[src/rtl/bbc_pkg.sv]
package bbc_pkg;

	// default bracket type stack depth
	localparam int STACK_DEPTH_DEF = 1024;
	// entries in the queue between front and back (power of two)
	localparam int QUEUE_DEPTH = 4;

	// result status codes
	localparam logic [2:0] ST_SCANNING = 3'd0;
	localparam logic [2:0] ST_BALANCED = 3'd1;
	localparam logic [2:0] ST_EXTRA    = 3'd2;
	localparam logic [2:0] ST_MISMATCH = 3'd3;
	localparam logic [2:0] ST_UNCLOSED = 3'd4;

	// characters of interest
	localparam logic [7:0] CH_SEMI      = 8'h3B;
	localparam logic [7:0] CH_NEWLINE   = 8'h0A;
	localparam logic [7:0] CH_QUOTE     = 8'h22;
	localparam logic [7:0] CH_BACKSLASH = 8'h5C;
	localparam logic [7:0] CH_LPAREN    = 8'h28;
	localparam logic [7:0] CH_LBRACK    = 8'h5B;
	localparam logic [7:0] CH_RPAREN    = 8'h29;
	localparam logic [7:0] CH_RBRACK    = 8'h5D;

	// character classes produced by the front end
	typedef enum logic [3:0] {
		CLS_OTHER,
		CLS_OPEN_PAREN,
		CLS_OPEN_BRACK,
		CLS_CLOSE_PAREN,
		CLS_CLOSE_BRACK,
		CLS_QUOTE,
		CLS_SEMI,
		CLS_NEWLINE,
		CLS_BACKSLASH
	} cls_t;

	typedef struct packed {
		logic [7:0] text_byte;
		logic       last_byte;
	} text_t;

	typedef struct packed {
		logic [2:0]  status;
		logic [15:0] open_count;
		logic [15:0] error_position;
		logic        done_res;
	} result_t;

	// queue entry: classified byte
	typedef struct packed {
		cls_t cls;
		logic last;
	} item_t;

endpackage

[src/rtl/bbc_ram.sv]
module bbc_ram import bbc_pkg::*; #(
	parameter int WIDTH = 1,
	parameter int DEPTH = STACK_DEPTH_DEF
) (
	input  logic                     clk,
	input  logic                     we,
	input  logic [$clog2(DEPTH)-1:0] waddr,
	input  logic [WIDTH-1:0]         wdata,
	input  logic [$clog2(DEPTH)-1:0] raddr,
	output logic [WIDTH-1:0]         rdata
);

	logic [WIDTH-1:0] mem [DEPTH];

	// one write port, one registered read port (read returns old data on collision)
	always_ff @(posedge clk) begin
		if (we) begin
			mem[waddr] <= wdata;
		end
		rdata <= mem[raddr];
	end

endmodule

[src/rtl/bbc_front.sv]
module bbc_front import bbc_pkg::*; (
	input  logic  clk,
	input  logic  arst_n,
	input  logic  text_valid,
	output logic  text_stall,
	input  text_t text_data,
	output logic  q_valid,
	input  logic  q_pop,
	output item_t q_item
);

	localparam int QAW = $clog2(QUEUE_DEPTH);
	localparam int QCW = $clog2(QUEUE_DEPTH + 1);

	item_t          entry_q [QUEUE_DEPTH];
	logic [QAW-1:0] wr_ptr_q;
	logic [QAW-1:0] rd_ptr_q;
	logic [QCW-1:0] fill_q;
	item_t          cls_item;
	logic           push;

	// classify the incoming byte
	always_comb begin
		cls_item.last = text_data.last_byte;
		unique case (text_data.text_byte)
			CH_LPAREN:    cls_item.cls = CLS_OPEN_PAREN;
			CH_LBRACK:    cls_item.cls = CLS_OPEN_BRACK;
			CH_RPAREN:    cls_item.cls = CLS_CLOSE_PAREN;
			CH_RBRACK:    cls_item.cls = CLS_CLOSE_BRACK;
			CH_QUOTE:     cls_item.cls = CLS_QUOTE;
			CH_SEMI:      cls_item.cls = CLS_SEMI;
			CH_NEWLINE:   cls_item.cls = CLS_NEWLINE;
			CH_BACKSLASH: cls_item.cls = CLS_BACKSLASH;
			default:      cls_item.cls = CLS_OTHER;
		endcase
	end

	assign text_stall = (fill_q == QCW'(QUEUE_DEPTH));
	assign push       = text_valid && !text_stall;
	assign q_valid    = (fill_q != '0);
	assign q_item     = entry_q[rd_ptr_q];

	// queue storage; pointers wrap since depth is a power of two
	always_ff @(posedge clk) begin
		if (push) begin
			entry_q[wr_ptr_q] <= cls_item;
		end
	end

	always_ff @(posedge clk or negedge arst_n) begin
		if (!arst_n) begin
			wr_ptr_q <= '0;
			rd_ptr_q <= '0;
			fill_q   <= '0;
		end else begin
			if (push) begin
				wr_ptr_q <= wr_ptr_q + QAW'(1);
			end
			if (q_pop) begin
				rd_ptr_q <= rd_ptr_q + QAW'(1);
			end
			case ({push, q_pop})
				2'b10:   fill_q <= fill_q + QCW'(1);
				2'b01:   fill_q <= fill_q - QCW'(1);
				default: fill_q <= fill_q;
			endcase
		end
	end

endmodule

[src/rtl/bbc_back.sv]
module bbc_back import bbc_pkg::*; #(
	parameter int STACK_DEPTH = STACK_DEPTH_DEF
) (
	input  logic    clk,
	input  logic    arst_n,
	input  logic    q_valid,
	output logic    q_pop,
	input  item_t   q_item,
	output logic    result_valid,
	input  logic    result_stall,
	output result_t result_data
);

	localparam int AW = $clog2(STACK_DEPTH);
	localparam int CW = $clog2(STACK_DEPTH + 1);

	// scanner state
	logic [CW-1:0] count_q, cnt_n;
	logic          top_q, top_n;
	logic [15:0]   bal_q, bal_n;
	logic          str_q, str_n;
	logic          cmt_q, cmt_n;
	logic          pbs_q, pbs_n;
	logic [15:0]   idx_q, idx_n;
	logic [2:0]    held_q, held_n;
	logic [15:0]   hpos_q, hpos_n;

	// stack memory holds everything below the cached top entry
	logic          byp_valid_q;
	logic          byp_data_q;
	logic          ram_we;
	logic [AW-1:0] ram_waddr;
	logic          ram_wdata;
	logic [AW-1:0] ram_raddr;
	logic          ram_rdata;
	logic          below;
	logic [CW-1:0] cnt_m1;
	logic [CW-1:0] cnt_n_m2;

	logic          out_valid_q;
	result_t       out_q;
	result_t       res;
	logic          out_ok;
	logic          fire;
	logic          is_sq;

	bbc_ram #(
		.WIDTH(1),
		.DEPTH(STACK_DEPTH)
	) u_stack (
		.clk   (clk),
		.we    (ram_we),
		.waddr (ram_waddr),
		.wdata (ram_wdata),
		.raddr (ram_raddr),
		.rdata (ram_rdata)
	);

	assign out_ok = !out_valid_q || !result_stall;
	assign fire   = q_valid && out_ok;
	assign q_pop  = fire;
	assign below  = byp_valid_q ? byp_data_q : ram_rdata;
	assign cnt_m1 = count_q - CW'(1);
	assign is_sq  = (q_item.cls == CLS_OPEN_BRACK) || (q_item.cls == CLS_CLOSE_BRACK);

	// per-byte scan step
	always_comb begin
		cnt_n     = count_q;
		top_n     = top_q;
		bal_n     = bal_q;
		str_n     = str_q;
		cmt_n     = cmt_q;
		pbs_n     = pbs_q;
		idx_n     = idx_q;
		held_n    = held_q;
		hpos_n    = hpos_q;
		ram_we    = 1'b0;
		ram_waddr = cnt_m1[AW-1:0];
		ram_wdata = top_q;
		res       = out_q;
		if (fire) begin
			if (held_q == ST_SCANNING) begin
				// comment tracking
				if (q_item.cls == CLS_SEMI && !str_q) begin
					cmt_n = 1'b1;
				end else if (q_item.cls == CLS_NEWLINE && cmt_q) begin
					cmt_n = 1'b0;
				end
				if (!cmt_n) begin
					// string tracking, escaped quote does not toggle
					if (q_item.cls == CLS_QUOTE && !pbs_q) begin
						str_n = !str_q;
					end
					if (!str_n) begin
						case (q_item.cls) inside
							CLS_OPEN_PAREN, CLS_OPEN_BRACK: begin
								if (bal_q != 16'hFFFF) begin
									bal_n = bal_q + 16'd1;
								end
								// full stack drops the push
								if (count_q < CW'(STACK_DEPTH)) begin
									ram_we = (count_q != '0);
									top_n  = is_sq;
									cnt_n  = count_q + CW'(1);
								end
							end
							CLS_CLOSE_PAREN, CLS_CLOSE_BRACK: begin
								if (bal_q == '0) begin
									held_n = ST_EXTRA;
									hpos_n = idx_q;
								end else begin
									bal_n = bal_q - 16'd1;
									// opener lost to a full stack: no type check
									if (count_q != '0) begin
										cnt_n = cnt_m1;
										top_n = below;
										if (top_q != is_sq) begin
											held_n = ST_MISMATCH;
											hpos_n = idx_q;
										end
									end
								end
							end
							default: ;
						endcase
					end
				end
			end
			pbs_n = (q_item.cls == CLS_BACKSLASH);

			// result for this byte
			res.status         = held_n;
			res.open_count     = bal_n;
			res.error_position = hpos_n;
			res.done_res       = q_item.last;
			if (q_item.last && held_n == ST_SCANNING) begin
				if (bal_n != '0) begin
					res.status         = ST_UNCLOSED;
					res.error_position = idx_q;
				end else begin
					res.status         = ST_BALANCED;
					res.error_position = '0;
				end
			end

			// end of text returns to the reset state
			if (q_item.last) begin
				cnt_n  = '0;
				bal_n  = '0;
				str_n  = 1'b0;
				cmt_n  = 1'b0;
				pbs_n  = 1'b0;
				idx_n  = '0;
				held_n = ST_SCANNING;
				hpos_n = '0;
			end else if (idx_q != 16'hFFFF) begin
				idx_n = idx_q + 16'd1;
			end
		end
	end

	// prefetch the entry below the next top
	assign cnt_n_m2  = cnt_n - CW'(2);
	assign ram_raddr = cnt_n_m2[AW-1:0];

	always_ff @(posedge clk or negedge arst_n) begin
		if (!arst_n) begin
			count_q     <= '0;
			bal_q       <= '0;
			str_q       <= 1'b0;
			cmt_q       <= 1'b0;
			pbs_q       <= 1'b0;
			idx_q       <= '0;
			held_q      <= ST_SCANNING;
			hpos_q      <= '0;
			byp_valid_q <= 1'b0;
			out_valid_q <= 1'b0;
		end else begin
			count_q     <= cnt_n;
			bal_q       <= bal_n;
			str_q       <= str_n;
			cmt_q       <= cmt_n;
			pbs_q       <= pbs_n;
			idx_q       <= idx_n;
			held_q      <= held_n;
			hpos_q      <= hpos_n;
			// write and prefetch to the same entry: forward the new data
			byp_valid_q <= ram_we && (ram_waddr == ram_raddr);
			if (out_ok) begin
				out_valid_q <= fire;
			end
		end
	end

	// payload registers
	always_ff @(posedge clk) begin
		top_q      <= top_n;
		byp_data_q <= ram_wdata;
		if (fire) begin
			out_q <= res;
		end
	end

	assign result_valid = out_valid_q;
	assign result_data  = out_q;

endmodule

[src/rtl/bracket_balance_checker_top.sv]
// Path: an accepted byte is classified and written into the queue, then scanned by the back end
// and held in its output register; bytes waiting ahead in the queue or a stalled result delay it.
// Throughput: one byte per cycle unless stalled, set by the back end's stack-top update, which keeps
// the top entry in a register and prefetches the one below from the one-read one-write stack memory.
// Reset: arst_n asynchronously clears flags, counters, queue and output valid; the stack
// memory is not cleared and needs no clearing pass, bytes are taken right after reset.
module bracket_balance_checker_top import bbc_pkg::*; #(
	parameter int STACK_DEPTH = STACK_DEPTH_DEF
) (
	input  logic    clk,
	input  logic    arst_n,
	input  logic    text_valid,
	output logic    text_stall,
	input  text_t   text_data,
	output logic    result_valid,
	input  logic    result_stall,
	output result_t result_data
);

	logic  q_valid;
	logic  q_pop;
	item_t q_item;

	bbc_front u_front (
		.clk        (clk),
		.arst_n     (arst_n),
		.text_valid (text_valid),
		.text_stall (text_stall),
		.text_data  (text_data),
		.q_valid    (q_valid),
		.q_pop      (q_pop),
		.q_item     (q_item)
	);

	bbc_back #(
		.STACK_DEPTH(STACK_DEPTH)
	) u_back (
		.clk          (clk),
		.arst_n       (arst_n),
		.q_valid      (q_valid),
		.q_pop        (q_pop),
		.q_item       (q_item),
		.result_valid (result_valid),
		.result_stall (result_stall),
		.result_data  (result_data)
	);

endmodule

[config.mk]
export PLATFORM = sky130hd
export DESIGN_NAME = bracket_balance_checker_top
export DESIGN_NICKNAME = d
export VERILOG_FILES = /design/src/rtl/bbc_pkg.sv /design/src/rtl/bbc_ram.sv /design/src/rtl/bbc_front.sv /design/src/rtl/bbc_back.sv /design/src/rtl/bracket_balance_checker_top.sv
export SDC_FILE = /design/constraint.sdc
export NUM_CORES = 2
export LEC_CHECK = 0
export ABC_AREA = 0
export BUFFER_PORTS_ARGS = -buffer_cell sky130_fd_sc_hd__buf_2
export CAP_MARGIN = 0
export CELL_PAD_IN_SITES_DETAIL_PLACEMENT = 0
export CELL_PAD_IN_SITES_GLOBAL_PLACEMENT = 1
export CORE_ASPECT_RATIO = 0.75
export CORE_MARGIN = 2
export CORE_UTILIZATION = 52
export DETAILED_ROUTE_END_ITERATION = 10
export GPL_ROUTABILITY_DRIVEN = 0
export MAX_ROUTING_LAYER = met4
export PLACE_DENSITY = 0.88
export SLEW_MARGIN = 20
export SYNTH_ARGS = -nofsm -noshare
export SYNTH_HDL_FRONTEND = slang
export SYNTH_SLANG_ARGS = --single-unit
[constraint.sdc]
create_clock -name clk -period 16.4 [get_ports clk]
set_clock_uncertainty 0.1 [all_clocks]
set_input_delay 2.46 -clock clk [delete_from_list [all_inputs] [get_ports clk]]
set_output_delay 2.46 -clock clk [all_outputs]
set_load 0.1 [all_outputs]
==> summary.md <==
| Metric | Value |
|---|---|
| Number of fillers in the final layout | 8226 |
| Internal power contribution | 0.006245 W |
| Count of flip-flops with a built-in enable after synthesis | 1081 |
| Fin nets | 4563 |
| Die W | 373.1 µm |
| Final-layout setup total negative slack | 0 ps |
| Mean instance size in the synthesized netlist | 11.29 µm² |
| DIE AREA | 104800 µm² |
| Number of hold violations in the final report | 0 |
| Pin count of the biggest net entering global routing | 256 |
| Post-route ant nets | 0 |
| Cells along the critical path | buf_2, and2_1, or2_2, inv_2, buf_4, and2_1, a211oi_4, nor2_8, buf_4, buf_4, buf_12, buf_4, nand2_1, a31o_2, o2bb2ai_1, a2111oi_0, o21ai_1, nand2_1, a31oi_1, a41oi_1 |
| Final period utilization | 56.73% |
| Root cell of the clock tree | sky130_fd_sc_hd__clkbuf_16 |
| Critical path class | input pin to flip-flop |
| Data arrival time of the critical path | 9840 ps |
| Iteration-0 DRC count of the detailed router | 6770 |
| Data required, critical path | 16940 ps |
| Final setup vio count | 0 |
| Worst Setup Start Kind | input pin |
| Reported net switching power | 0.005266 W |
| Remaining max-slew budget at the tightest pin | 19.06% |
| GRT Util Overall | 30.18% |
| Fmax achieved | 0.1075 GHz |
| Number of buffers added on ports | 50 |
| Worst IR Drop VDD | 295.8 µV |
| Most numerous cell on the critical path | sky130_fd_sc_hd__buf_4 |
| CTS tree | done |
| First-pass GRT wire length | 230.4 mm |
| Via density per instance | 6.439 |
| Instance count along the most critical hold path | 1 |
| Reg-to-reg setup timing slack | 8200 ps |
| Endpoint with the worst hold slack | u_front.fill_q[2]$_DFFE_PN0P_ |
| Class of the tightest hold or removal check | flip-flop to flip-flop |
| Total clock buffers created by CTS | 107 |
| Row count | 101 |
| Boundary Pins | 51 |
| Synthesized cell area | 53140 µm² |
| Ys async rst share | 6.396% |
| Critical path fanouts, max | 138 |
| Core area | 101200 µm² |
| Placed cells | 5761 |
| CTS max path bufs | 3 |
| Top post-synthesis cells by area | sky130_fd_sc_hd__edfxtp_1, sky130_fd_sc_hd__nor2_1, sky130_fd_sc_hd__nand2_1 |
| Min cycle time layout | 9304 ps |
| Switching Share | 45.75% |
| Origin of the critical flop-to-flop path | u_front.rd_ptr_q[0]$_DFFE_PN0P_ |
| Logic pwr share | 47.3% |
| Cell leakage power | 19.20 nW |
| Non-Filler Instances | 5973 |
| Congestion Overflow GR | 0 |
| Core utilization of the finished layout | 57.02% |
| Routed wire per std cell | 26.09 µm |
| Ratio of cells with drive above 1 in the final layout | 9.808% |
| Residual DRC count | 0 |
| Reg power frac | 30.8% |
| Transition time at the pin with the least slew margin | 1210 ps |
| Worst path top cell family by delay | buffers and inverters |
| TritonRoute pass-1 iters | 8 |
| Critical path buffers and inverters | 7 |
| Setup repair after global routing missed its margin | no |
| Number of clock sinks | 1157 |
| Number of instances in the synthesized netlist | 4707 |
| Run status | finished, final reports clean |
| Initial core utilization | 52.49% |
| Detail Placement HPWL | 82.45 mm |
| Main synth FF type | sky130_fd_sc_hd__edfxtp_1 |
| Final WL | 155.9 mm |
| R2R depth | 18 |
| Final Hold Slack | 385.8 ps |
| Setup fix buffers added after clock tree synthesis | 0 |
| Via Count | 38459 |
| Area growth from synthesis to layout | 8.625% |
| Clock insertion delay at the later pin of the skew report | 720 ps |
| Number of synthesized register bits | 1157 |
| Power share of the clock group | 22.0% |
| Antenna violations before repair | 4 |
| Total of warnings raised by yosys | 0 |
| CP max stage delay | 860 ps |
| Post-synth top area cell | sky130_fd_sc_hd__edfxtp_1 |
| Kind of capture point of the worst setup path | flip-flop |
| CTS-repair resized insts | 0 |
| Chip height | 280.8 µm |
| Final Slew Violations | 0 |
| Number of max-cap violations | 0 |
| CTS H-tree depth | 3 |
| Count of hold buffers inserted by post-cts repair | 0 |
| Vias in the first global route | 35481 |
| Sequential area share after synthesis | 64.65% |
| Cell area power density | 199.4 nW/µm² |
| Synthesized netlist net count | 4736 |
| Area share of the leading cell type in the synthesized netlist | 61.09% |
| Capture instance of the worst register-to-register path | u_back.u_stack.rdata$_DFF_P_ |
| Hold wc startpoint | u_front.fill_q[2]$_DFFE_PN0P_ |
| Slowest cell on the critical path | sky130_fd_sc_hd__and2_1 |
| Library cells used by synthesis | 103 |
| Reg clk slew, reported paths | 60 ps |
-- logic make-up after synthesis --
logic type      share of synthesized area [%]
fa+ha+maj                              0.3909
flops                                   64.65
buf+inv                                 3.883
simple gates                            17.74
xor+xnor                                1.116
compound gates                          8.143
mux                                     4.076
-- worst max-delay path by stage --
stage | from | end | slack [ps] | depth (start not counted)
6_report | result_stall | u_back.u_stack.rdata$_DFF_P_ | 7100 | 20
4_1_cts | result_stall | u_back.u_stack.rdata$_DFF_P_ | 7280 | 18
5_1_grt | result_stall | u_back.u_stack.rdata$_DFF_P_ | 6740 | 19
3_3_place_gp | result_stall | u_back.u_stack.rdata$_DFF_P_ | 6300 | 18
3_5_place_dp | result_stall | u_back.u_stack.rdata$_DFF_P_ | 6540 | 18
2_1_floorplan | u_back.ram_wdata$_DFFE_PP_ | u_back.u_stack.mem[0]$_DFFE_PP_ | 1570 | 0
-- power groups by stage --
stage | registers [W] | clock network (W) | logic [W]
after global placement | 0.00360 | 0 | 0.00513
final | 0.00354 | 0.00253 | 0.00544
after global routing | 0.00355 | 0.00265 | 0.00569
after CTS | 0.00354 | 0.00254 | 0.00522
after detailed placement | 0.00360 | 0 | 0.00520
after floorplan | 0.00402 | 0 | 0.00317
-- state kept, by name (all words and copies together) (netlist names), 2 cells and up --
| register | cells |
|---|---|
| u_back.result_data | 36 |
| u_front.wr_ptr_q | 2 |
| u_back.idx_q | 16 |
| u_back.u_stack.mem | 1024 |
| u_back.count_q | 11 |
| u_front.fill_q | 3 |
| u_back.held_q | 3 |
| u_front.rd_ptr_q | 2 |
| u_front.entry_q | 20 |
| u_back.hpos_q | 16 |
| u_back.bal_q | 16 |
-- layer usage --
layer	routed length [µm]	vias up	part of all wire [%]	GRT usage (%)
li1	-	16491	-	-
met1	62350	19123	40	43.33
met2	67910	2557	44	43.26
met3	21640	288	14	7.246
met4	3959	0	2.5	7.682
met5	0	-	0	-
-- final cells by class --
type / count / area (µm²) / area share, %
Clock buffer: 139 / 2934 / 5.083
Multi-Input combinational cell: 3091 / 16990 / 29.44
Sequential cell: 1157 / 34350 / 59.52
Antenna cell: 5 / 12.51 / 0.02168
Tap cell: 1339 / 1675 / 2.903
Timing Repair Buffer: 141 / 1037 / 1.797
Clock inverter: 65 / 571.8 / 0.9907
Inverter: 36 / 145.1 / 0.2515
-- through the flow --
stage          power, W  worst slack [ps]  cell area [µm²]
2_1_floorplan  0.007192              1565            53140
3_3_place_gp   0.008728              6304            54040
3_5_place_dp   0.008801              6536            54070
4_1_cts         0.01130              7280            57580
5_1_grt         0.01189              6741            57720
6_report        0.01151              7096            57720
-- cells in the final DEF (no fill, tap or decap), drive strengths merged, types with 34 or more instances in the layout --
cell	instances
edfxtp	1081
clkbuf	139
clkinv	49
buf	141
a22o	43
a31oi	95
nor3	46
nor2	1101
a21oi	95
inv	39
mux2i	115
nand2	699
a311oi	34
and3	124
o21ai	80
a211oi	87
nand3	152
mux4	39
xnor2	39
dfrtp	74
-- synthesized netlist by cell type (42+ instances only) --
| cell | n |
|---|---|
| sky130_fd_sc_hd__a21oi_1 | 93 |
| sky130_fd_sc_hd__nand2_1 | 699 |
| sky130_fd_sc_hd__clkbuf_1 | 282 |
| sky130_fd_sc_hd__a31oi_1 | 95 |
| sky130_fd_sc_hd__edfxtp_1 | 1081 |
| sky130_fd_sc_hd__nor3_1 | 44 |
| sky130_fd_sc_hd__a211oi_1 | 86 |
| sky130_fd_sc_hd__a22o_1 | 43 |
| sky130_fd_sc_hd__and3_1 | 124 |
| sky130_fd_sc_hd__buf_2 | 80 |
| sky130_fd_sc_hd__nor2_1 | 1098 |
| sky130_fd_sc_hd__nand3_1 | 152 |
| sky130_fd_sc_hd__o21ai_0 | 69 |
| sky130_fd_sc_hd__mux2i_1 | 114 |
| sky130_fd_sc_hd__buf_4 | 42 |
| sky130_fd_sc_hd__dfrtp_1 | 74 |
No activity file was read; power rests on OpenSTA's default activity.
